--- src/rtl/rsoc_pkg.sv ---
// Shared constants, codes and controller/datapath interface types for the
// reading statistics block. No dependencies.
package rsoc_pkg;

    localparam int CAPACITY = 256;
    localparam int DATA_W   = 16;
    localparam int TOL_W    = 10;
    localparam int ADDR_W   = $clog2(CAPACITY);
    localparam int CNT_W    = $clog2(CAPACITY + 1);
    localparam int SUM_W    = DATA_W + ADDR_W;
    localparam int ITER_W   = $clog2(SUM_W);
    localparam int SCALE_W  = 10;
    localparam int PROD_W   = DATA_W + TOL_W;
    localparam int OCNT_W   = 9;
    localparam int STAT_W   = 2;

    localparam logic [SCALE_W-1:0] SCALE       = SCALE_W'(1000);
    localparam logic [TOL_W-1:0]   TOL_RESET   = TOL_W'(100);

    localparam logic [STAT_W-1:0] STATUS_OK       = 2'd0;
    localparam logic [STAT_W-1:0] STATUS_EMPTY    = 2'd1;
    localparam logic [STAT_W-1:0] STATUS_OVERFLOW = 2'd2;

    typedef struct packed {
        logic load;
        logic div_init;
        logic div_step;
        logic mul_en;
        logic scan_issue;
        logic out_load;
    } rsoc_cmd_t;

    typedef struct packed {
        logic count_zero;
        logic div_last;
        logic scan_last;
    } rsoc_sts_t;

endpackage

--- src/rtl/rsoc_ctrl.sv ---
// Controller state machine: sequences loading, division, bounds, scan and
// result hand-off. Depends on rsoc_pkg.
module rsoc_ctrl
    import rsoc_pkg::*;
(
    input  logic      clk,
    input  logic      rst_n,
    input  logic      in_valid,
    output logic      in_ready,
    input  logic      last_reading,
    output logic      out_valid,
    input  logic      out_ready,
    input  rsoc_sts_t sts,
    output rsoc_cmd_t cmd
);

    localparam logic [2:0] S_LOAD  = 3'd0;
    localparam logic [2:0] S_PREP  = 3'd1;
    localparam logic [2:0] S_DIV   = 3'd2;
    localparam logic [2:0] S_MUL   = 3'd3;
    localparam logic [2:0] S_SCAN  = 3'd4;
    localparam logic [2:0] S_DRAIN = 3'd5;
    localparam logic [2:0] S_OUT   = 3'd6;

    logic [2:0] state_reg, state_next;
    logic       out_valid_reg, out_valid_next;
    logic       in_xfer;
    logic       out_free;

    assign in_ready  = (state_reg == S_LOAD);
    assign in_xfer   = in_valid && in_ready;
    assign out_valid = out_valid_reg;
    assign out_free  = !out_valid_reg || out_ready;

    always_comb begin
        state_next = state_reg;
        cmd        = '0;
        case (state_reg)
            S_LOAD: begin
                cmd.load = in_xfer;
                if (in_xfer && last_reading) begin
                    state_next = S_PREP;
                end
            end
            S_PREP: begin
                cmd.div_init = 1'b1;
                state_next   = sts.count_zero ? S_OUT : S_DIV;
            end
            S_DIV: begin
                cmd.div_step = 1'b1;
                if (sts.div_last) begin
                    state_next = S_MUL;
                end
            end
            S_MUL: begin
                cmd.mul_en = 1'b1;
                state_next = S_SCAN;
            end
            S_SCAN: begin
                cmd.scan_issue = 1'b1;
                if (sts.scan_last) begin
                    state_next = S_DRAIN;
                end
            end
            S_DRAIN: begin
                // last compare lands in the outlier count here
                state_next = S_OUT;
            end
            S_OUT: begin
                if (out_free) begin
                    cmd.out_load = 1'b1;
                    state_next   = S_LOAD;
                end
            end
            default: begin
                state_next = S_LOAD;
            end
        endcase
    end

    always_comb begin
        if (cmd.out_load) begin
            out_valid_next = 1'b1;
        end
        else if (out_ready) begin
            out_valid_next = 1'b0;
        end
        else begin
            out_valid_next = out_valid_reg;
        end
    end

    always_ff @(posedge clk or negedge rst_n) begin
        if (!rst_n) begin
            state_reg     <= S_LOAD;
            out_valid_reg <= 1'b0;
        end
        else begin
            state_reg     <= state_next;
            out_valid_reg <= out_valid_next;
        end
    end

endmodule
--- config.mk ---
export PLATFORM = sky130hd
export DESIGN_NAME = rsoc_ctrl
export DESIGN_NICKNAME = d
export VERILOG_FILES = /design/src/rtl/rsoc_pkg.sv /design/src/rtl/rsoc_ctrl.sv
export SDC_FILE = /design/constraint.sdc
export NUM_CORES = 1
export LEC_CHECK = 0
export ABC_CLOCK_PERIOD_IN_PS = 1500
export BUFFER_PORTS_ARGS = -buffer_cell sky130_fd_sc_hd__buf_2
export CAP_MARGIN = 10
export CORE_AREA = 8 8 45 47
export CTS_CLUSTER_DIAMETER = 60
export CTS_CLUSTER_SIZE = 40
export DETAILED_ROUTE_END_ITERATION = 6
export DIE_AREA = 0 0 53 55
export PLACE_DENSITY_LB_ADDON = 0.15
export SYNTH_ARGS = -nofsm -noshare
export SYNTH_HDL_FRONTEND = slang
export SYNTH_SLANG_ARGS = --single-unit
--- constraint.sdc ---
create_clock -name clk -period 1.5 [get_ports clk]
set_input_delay 0.075 -clock clk [delete_from_list [all_inputs] [get_ports clk]]
set_output_delay 0.075 -clock clk [all_outputs]
set_load 0.03 [all_outputs]
# [After elaboration in Yosys (flattened, before gate mapping)]
# Cells that the tools add are included.
[classes] n_eq_ne=10 muxes=15 reduce_logical=7
[ops] op="one-hot mux 3 bit (7 select lines)" count=1
[ops] op="2-to-1 mux 3 bit" count=5
[ops] op="== test 3 bit (second input constant)" count=3
[ops] op="2-to-1 mux 1 bit" count=9
[ops] op="== test 3 x 2 -> 1 bit (second input constant)" count=2
[ops] op="inequality test 2 bit (second input constant)" count=3
[ops] op="AND reduction 4 bit" count=1
[ops] op="== test 3 x 1 -> 1 bit (second input constant)" count=1
[ops] op="logical NOT 3 bit" count=1
[ops] op="logical AND 1 bit" count=2
[ops] op="inequality test 2 x 1 -> 1 bit (second input constant)" count=1
[ops] op="nonzero test 2 bit" count=1
[ops] op="logical NOT 1 bit" count=1
[ops] op="logical OR 1 bit" count=1
[word_totals] ff_bits=4 input_bits=8 output_inout_bits=8

# [Longest topological paths before layout]
# Gate-level depths: netlist of run 1.
[logic_depth] depth_word=5 ltp_mapped=4 mapped_depth_nobuf=3

# [Worst setup path after synthesis of run 1]
# Ideal clock, no wire load.
[synth_timing] path_kind="register -> output" startpoint="reg state_reg[1]" endpoint="out cmd[5] (netlist name)" arrival_time_ns=1.327 t_required_ns=1.425 path_slack_ns=0.098 path_stages_with_launch=4 path_buffers=1 cell_sequence="dfrtp_1 > buf_6 > nor3_2 > and2_1"
[synth_lines] item="start: declaration" line="rsoc_ctrl.sv:25" text="logic [2:0] state_reg, state_next;"
[synth_lines] item="start signal: assignment" line="rsoc_ctrl.sv:99" text="state_reg <= state_next;"
[synth_lines] item="end: declaration" line="rsoc_ctrl.sv:14" text="output rsoc_cmd_t cmd"

==> metrics, run 1 <==
status finished, final reports clean; Power Density approximately 2400 nW/um2; Die X between 50 and 60 um; grt total ovfl 0; CP Capture Type output pin; clock transition at the registers of the reported paths around 0.040 ns; clk_skew 0.00272 ns; Worst Path Arrival about 1.3 ns; CP bufs+invs 2; Initial Utilization about a fifth; Vias/cell roughly 4.3; post-cts sizing count 0; ys flop type dfrtp_1; Post-synth EDFFs 0; yosys warns 0; I/O Buffers 15; Core Region ~1400 um2; #FFs+latches synth 4; CP startpoint kind register; syn_area_per_cell just over 10 um2; WL final roughly 820 um; worst min path class input port to register; CTS tree yes; Req. time, crit path around 1.4 ns; Syn Std Cell Area around 300 um2; IO Pins 16; root buf cell clkbuf_4; Die Y approximately 55 um; largest net degree at the start of global routing 11; final hold slack between 0.09 and 0.1 ns; leakage power between 0.2 and 0.25 nW; GPL Wtd Cong around 0.75; initial antenna violation count 0; post-synthesis cell type count 21; crit-path cells clkinv_4 > and3_2 > buf_2; Final nets between 50 and 60; Critical Path Fanout Max 9; Clock Path Buffers 2; setup TNS 0 ns; area share of the largest cell type after synthesis around a third; family with the most delay on the worst path flip-flops; routed len/inst between 10 and 15 um; Area after DPL 357 um2; core occupancy in the finished layout around 28%; Crit-path slowest cell dfrtp_1; sequential share of the synthesized area about a third; max_slew headroom 73.8%; top cells by count, synth dfrtp_1, nor3_1, buf_6, nand2b_4, nor2_1; DR pass1 iterations 2; H-tree depth 1; ranking of synthesized cells by area dfrtp_1, nand2b_4, buf_6, nor3_1, a221oi_2; clock latency on the worst-skew pair 0.24 ns; GRT Util Overall 7.01%; first-pass GRT wire length about 1400 um; Finished Cell Area just under 400 um2; Area Growth Syn to Fin 33.5%; vias 264; Largest register FFs 3; Syn Inst Count 29; Final ANT Viol Nets 0; Final Max Tran Viols 0; most common cell in the synthesized netlist dfrtp_1; share of post-route cells with drive strength above 1 about 60%; CTS sink cnt 4; setup ws final 0.0866 ns; minimum clock period after layout 1.41 ns; dominant cell type by area after synthesis dfrtp_1; Row Count 14; unrepaired setup endpoints after global routing no; DRC 0; initial DRC count 4; vias in the first global route around 320; Slew @ Worst Pin 0.392 ns; DP HPWL about 620 um; final setup violation count 0; asr flop ratio synth 100%; CTS Buf Count 3; endpoints failing hold 0; dpl ws around 0.33 ns; Tcrit/Tclk final approximately 94%; crit-path max cell delay between 0.5 and 0.6 ns; f_max between 0.7 and 0.8 GHz; Die ar. 2920 um2; WS Path Type register to output pin; ANT cells 0; filler instances ~150; MaxCap Viol Count 0; net count of the mapped netlist 37; Worst IR Drop VDD between 0.8 and 0.9 mV
==> layer usage <==
metal / part of all wire, % / up-vias / GRT usage [%]
li1: - / 132 / -
met1: 45 / 114 / 7.49
met2: 41 / 16 / 8.79
met3: 11 / 2 / 5.08
met4: 2.7 / 0 / 6.47
met5: 0 / - / 0
==> worst register-to-register path: cells and delay by family (launching register included) <==
family / cells / cell delay, ns
compound gates: 2 / 0.39
flops: 1 / 0.56
==> repair_timing <==
action | CTS | global route
endpoints found under the hold margin | 4 | 0
hold buffers | 1 | 0
buffers inserted | 0 | 0
==> placed cells by master, fill, tap and decap left out, drive strengths merged <==
cell         Yosys  layout
a211oi           1       1
a21o             1       1
a21oi            1       1
a221oi           1       1
and2             1       1
and3             1       1
buf              3      15
clkbuf           0       3
clkinv           1       1
dfrtp            4       4
dlygate4sd3      0       1
inv              1       1
nand2            2       2
nand2b           2       2
nand3            1       1
nor2             2       2
nor3             4       4
o211a            1       1
o21ai            2       2
==> final timing paths <==
| check | startpoint | endpoint | slack (ns) | cells after the start |
|---|---|---|---|---|
| setup / recovery | state_reg[2] | cmd[2] | 0.09 | 3 |
| setup reg to reg | state_reg[2] | state_reg[0] | 0.47 | 2 |
| min in group asynchronous | rst_n | state_reg[2] | 0.17 | 2 |
| max in group asynchronous | rst_n | out_valid | 1.21 | 2 |
| hold reg to reg | out_valid | out_valid | 0.57 | 2 |
| hold / removal | sts[1] | state_reg[0] | 0.1 | 3 |
==> power by group <==
part	total [mW]	switching, mW	internal (mW)
Combinational	0.518	0.326	0.192
Sequential	0.288	0.128	0.160
Clock	0.140	0.0504	0.0899
==> final cells by class <==
class                   instances  area [um2]  area share (%)
repair buffers                 16        85.1            21.9
well taps                      16        20.0            5.14
flip-flops and latches          4         100            25.7
multi-input cells              20         149            38.3
clock buffers                   3        22.5            5.79
inverters                       2        12.5            3.22
==> kinds of logic (layout without fill, tap and decap cells) <==
group,after synthesis,in the layout,synth area share [%]
buffers and inverters,5,21,14.6
AOI/OAI and AO/OA,7,7,20.6
and+or+nand+nor,13,13,30.5
DFF,4,4,34.3
==> through the flow <==
step,power (mW),std cells
2_1_floorplan,0.729,29
3_3_place_gp,0.811,57
3_5_place_dp,0.819,57
4_1_cts,0.967,61
5_1_grt,1.03,61
6_report,0.947,61
Note: power is estimated with default switching activity, not from simulation.
==> inputs of run 2 (changes only) <==
--- a/config.mk
+++ b/config.mk
@@ -13,7 +13,7 @@
 export CTS_CLUSTER_SIZE = 40
 export DETAILED_ROUTE_END_ITERATION = 6
 export DIE_AREA = 0 0 53 55
-export PLACE_DENSITY_LB_ADDON = 0.15
+export PLACE_DENSITY = 0.55
 export SYNTH_ARGS = -nofsm -noshare
 export SYNTH_HDL_FRONTEND = slang
 export SYNTH_SLANG_ARGS = --single-unit
==> metrics, run 2 (synthesis results as in run 1) <==
IO Pins 16 (unchanged); CTS Buf Count 3 (unchanged); initial DRC count 9 (+5); Slew @ Worst Pin 0.385 ns (-0.00761 ns); largest net degree at the start of global routing 11 (unchanged); Comb pwr share 54.9% (+0.2 points); leakage power 0.206 nW (unchanged); met3 WL 56 um (-39%); routed len/inst 11.6 um (-14%); vias in the first global route 272 (-14%); WL final 706 um (-14%); endpoints failing hold 0 (unchanged); Power Internal 0.442 mW (about the same); GRT Util Overall 6.14% (-0.87 points); MaxCap Viol Count 0 (unchanged); ANT cells 0 (unchanged); Final ANT Viol Nets 0 (unchanged); final setup violation count 0 (unchanged); GPL Wtd Cong 0.705 (-5.9%); first-pass GRT wire length 1230 um (-12%); Initial Utilization 21.1% (unchanged); Die Y 55 um (unchanged); Clock Path Buffers 2 (unchanged); Area Growth Syn to Fin 33.5% (unchanged); setup TNS 0 ns (unchanged); clock transition at the registers of the reported paths 0.03 ns (about the same); Critical Path Fanout Max 9 (unchanged); Seq pwr share 30.5% (about the same); H-tree depth 1 (unchanged); Req. time, crit path 1.42 ns (about the same); Final Max Tran Viols 0 (unchanged); met2 WL 281 um (-15%); Row Count 14 (unchanged); CP Capture Type output pin; Die X 53 um (unchanged); I/O Buffers 15 (unchanged); Worst Path Arrival 1.31 ns (-0.03 ns); unrepaired setup endpoints after global routing no; final hold slack 0.115 ns (+0.0182 ns); CTS sink cnt 4 (unchanged); post-cts sizing count 0 (unchanged); grt total ovfl 0 (unchanged); Worst IR Drop VDD 0.745 mV (-8.2%); CP startpoint kind register; minimum clock period after layout 1.38 ns (-0.0290 ns); f_max 0.722 GHz (+2.1%); Net Sw Frac 52.6% (-0.77 points); most common cell after layout, fill and taps aside buf_2; Area after DPL 357 um2 (unchanged); DR pass1 iterations 4 (+2); Power Density 2390 nW/um2 (-1.7%); DR top layer met4; root buf cell clkbuf_4; Die ar. 2920 um2 (unchanged); Final nets 55 (unchanged); clk_skew 0.00954 ns (+0.00682 ns); Tcrit/Tclk final 92.3% (-1.9 points); DRC 0 (unchanged); Finished Cell Area 389 um2 (unchanged); vias 266 (+0.76%); share of post-route cells with drive strength above 1 60.0% (unchanged); status finished, final reports clean; M1 wire length 341 um (-8.1%); Core Region 1380 um2 (unchanged); WS Path Type register to output pin; clock latency on the worst-skew pair 0.24 ns (about the same); Largest register FFs 3 (unchanged); initial antenna violation count 0 (unchanged); Switching Power 0.489 mW (-3.1%); most frequent cells in the layout buf_2, dfrtp_1, nor3_1, clkbuf_4; CTS tree yes; worst min path class input port to register; Vias/cell 4.36 (+0.76%); clock share of power 14.6% (-0.2 points); max_slew headroom 74.4% (+0.51 points); DP HPWL 549 um (-12%)
## run 2: cell counts in the layout (fill, tap and decap cells not counted)
No cell type changed its count.
## run 2: layout make-up
class / count / area [um2]
Fill cell: 159 / 995
Multi-Input combinational cell: 20 / 149
Sequential cell: 4 / 100
Timing Repair Buffer: 16 / 85.1
Clock buffer: 3 / 22.5
Tap cell: 16 / 20.0
Inverter: 2 / 12.5
## run 2: metrics by stage
stage / setup WS (ns) / util [%] / std cells / power [mW]
CTS: 0.0984 / 28.1 / 61 / 0.947
floorplan: 0.0983 / - / 29 / 0.729
global placement: 0.346 / 25.8 / 57 / 0.802
finish: 0.116 / 28.1 / 61 / 0.931
detailed placement: 0.355 / 25.8 / 57 / 0.803
global route: 0.0461 / 28.1 / 61 / 1.00
## run 2: worst max-delay path, stage by stage, from the launching register on
cell and delay, ns:
dfrtp_1 0.55, clkinv_4 0.13, and3_2 0.22, buf_2 0.17
## run 2: per-layer routing
layer	GRT usage [%]	vias up
met5	0	-
met1	6.89	117
met4	9.05	0
met2	7.62	13
li1	-	134
met3	1.87	2
## run 2: what timing repair did
item | CTS | global route
buffers inserted | 0 | 0
hold endpoints to repair | 4 | 0
hold buffers | 1 | 0
## run 2: path summary, 6_finish.rpt
check	from	end	slack, ns	depth (start not counted)
max	state_reg[2]	cmd[2]	0.12	3
min	sts[1]	state_reg[0]	0.11	3
max reg2reg	state_reg[2]	state_reg[0]	0.48	2
min reg2reg	out_valid	out_valid	0.55	2
max in group asynchronous	rst_n	state_reg[0]	1.21	2
min in group asynchronous	rst_n	out_valid	0.17	2
## run 2: power groups by stage
stage	clock [mW]	combinational, mW	sequential (mW)
global route	0.150	0.548	0.302
CTS	0.141	0.521	0.284
detailed placement	0	0.517	0.286
floorplan	0	0.496	0.233
finish	0.136	0.511	0.284
global placement	0	0.518	0.284
==> inputs of run 3 (changes only) <==
--- a/config.mk
+++ b/config.mk
@@ -8,12 +8,14 @@
 export ABC_CLOCK_PERIOD_IN_PS = 1500
 export BUFFER_PORTS_ARGS = -buffer_cell sky130_fd_sc_hd__buf_2
 export CAP_MARGIN = 10
+export CELL_PAD_IN_SITES_DETAIL_PLACEMENT = 0
+export CELL_PAD_IN_SITES_GLOBAL_PLACEMENT = 1
 export CORE_AREA = 8 8 45 47
 export CTS_CLUSTER_DIAMETER = 60
 export CTS_CLUSTER_SIZE = 40
 export DETAILED_ROUTE_END_ITERATION = 6
 export DIE_AREA = 0 0 53 55
-export PLACE_DENSITY = 0.55
+export PLACE_DENSITY = 0.68
 export SYNTH_ARGS = -nofsm -noshare
 export SYNTH_HDL_FRONTEND = slang
 export SYNTH_SLANG_ARGS = --single-unit
==> metrics, run 3 (synthesis results as in run 1) <==
Die ar. 2920 um2 (unchanged); H-tree depth 1 (unchanged); setup ws final 0.122 ns (+0.00629 ns); GPL Wtd Cong 0.716 (+1.6%); clk_skew 0.00353 ns (-0.00601 ns); first-pass GRT wire length 1080 um (-12%); Slew @ Worst Pin 0.393 ns (+0.00839 ns); most common cell after layout, fill and taps aside buf_2; CTS sink cnt 4 (unchanged); worst min path class input port to register; Die Y 55 um (unchanged); Clock Path Buffers 2 (unchanged); leakage power 0.206 nW (unchanged); ANT cells 0 (unchanged); Largest register FFs 3 (unchanged); met3 WL 131 um (+130%); DR pass1 iterations 4 (unchanged); DR top layer met4; minimum clock period after layout 1.38 ns (-0.00629 ns); crit-path max cell delay 0.54 ns (about the same); Row Count 14 (unchanged); status finished, final reports clean; unrepaired setup endpoints after global routing no; Final ANT Viol Nets 0 (unchanged); Worst IR Drop VDD 0.906 mV (+22%); share of post-route cells with drive strength above 1 60.0% (unchanged); final setup violation count 0 (unchanged); Area Growth Syn to Fin 33.5% (unchanged); Die X 53 um (unchanged); Power Density 2390 nW/um2 (about the same); Tcrit/Tclk final 91.9% (-0.42 points); Vias/cell 4.46 (+2.3%); CP startpoint kind register; IO Pins 16 (unchanged); setup TNS 0 ns (unchanged); grt total ovfl 0 (unchanged); M1 wire length 294 um (-14%); GRT Util Overall 5.32% (-0.82 points); Worst Path Arrival 1.30 ns (about the same); post-cts sizing count 0 (unchanged); Initial Utilization 21.1% (unchanged); met2 WL 230 um (-18%); filler instances 155 (-2.5%); most frequent cells in the layout buf_2, dfrtp_1, nor3_1, clkbuf_4; Req. time, crit path 1.42 ns (about the same); WS Path Type register to output pin; initial antenna violation count 0 (unchanged); CTS Buf Count 3 (unchanged); CTS tree yes; Final nets 55 (unchanged); final hold slack 0.107 ns (-0.00775 ns); DP HPWL 560 um (+1.9%); root buf cell clkbuf_4; clock transition at the registers of the reported paths 0.04 ns (about the same); initial DRC count 7 (-2); f_max 0.726 GHz (+0.46%); dpl ws 0.370 ns (+0.0158 ns); vias in the first global route 278 (+2.2%); CP Capture Type output pin; vias 272 (+2.3%); I/O Buffers 15 (unchanged); MaxCap Viol Count 0 (unchanged); WL final 678 um (-4.0%); Final Max Tran Viols 0 (unchanged); routed len/inst 11.1 um (-4.0%); crit-path cells clkinv_4 > and3_2 > buf_2; max_slew headroom 73.8% (-0.56 points); DRC 0 (unchanged); Pwr Total 0.932 mW (about the same); Critical Path Fanout Max 9 (unchanged); Core Region 1380 um2 (unchanged); Crit-path slowest cell dfrtp_1; clock latency on the worst-skew pair 0.24 ns (about the same); endpoints failing hold 0 (unchanged); setup bufs post-CTS 0 (unchanged); largest net degree at the start of global routing 11 (unchanged); reg2reg setup slack 0.49 ns (about the same)
run 3: cell counts in the layout (fill, tap and decap cells not counted):
Identical to the previous run, type by type.
run 3: layer usage:
| metal | GRT usage, % | up-vias |
|---|---|---|
| li1 | - | 137 |
| met1 | 5.36 | 111 |
| met2 | 6.05 | 20 |
| met3 | 5.08 | 4 |
| met4 | 5.17 | 0 |
| met5 | 0 | - |
run 3: repair_timing:
action,CTS,global route
endpoints found under the setup margin,0,0
hold endpoints to repair,4,0
hold buffers,1,0
run 3: report_power, final:
| group | internal, mW | total (mW) | leakage [nW] | switching (mW) |
|---|---|---|---|---|
| Clock | 0.0895 | 0.134 | 0.0138 | 0.0444 |
| Sequential | 0.160 | 0.283 | 0.0506 | 0.123 |
| Combinational | 0.192 | 0.515 | 0.141 | 0.322 |
| Total | 0.442 | 0.932 | 0.206 | 0.490 |
run 3: area by class of cell:
type	count	area [um2]	area share [%]
tap	16	20.0	5.14
multi-input combinational	20	149	38.3
clock buffer	3	22.5	5.79
inverter	2	12.5	3.22
timing repair buffer	16	85.1	21.9
sequential	4	100	25.7
run 3: stage by stage:
stage	instance area [um2]	util, %	std cells
finish	389	28.1	61
global route	389	28.1	61
CTS	389	28.1	61
detailed placement	357	25.8	57
global placement	357	25.8	57
floorplan	292	-	29
run 3: worst max-delay path, delay by kind of cell (launching register included):
family | cells | cell delay, ns
DFF | 1 | 0.54
buffers and inverters | 2 | 0.30
and+or+nand+nor | 1 | 0.22
run 3: final timing paths:
path / start / to / cells past startpoint
worst max register to register: state_reg[2] / state_reg[0] / 2
min in group asynchronous: rst_n / out_valid / 2
worst max-delay path: state_reg[2] / cmd[2] / 3
worst min-delay path: sts[1] / state_reg[0] / 3
max in group asynchronous: rst_n / state_reg[1] / 2
worst min register to register: out_valid / out_valid / 2
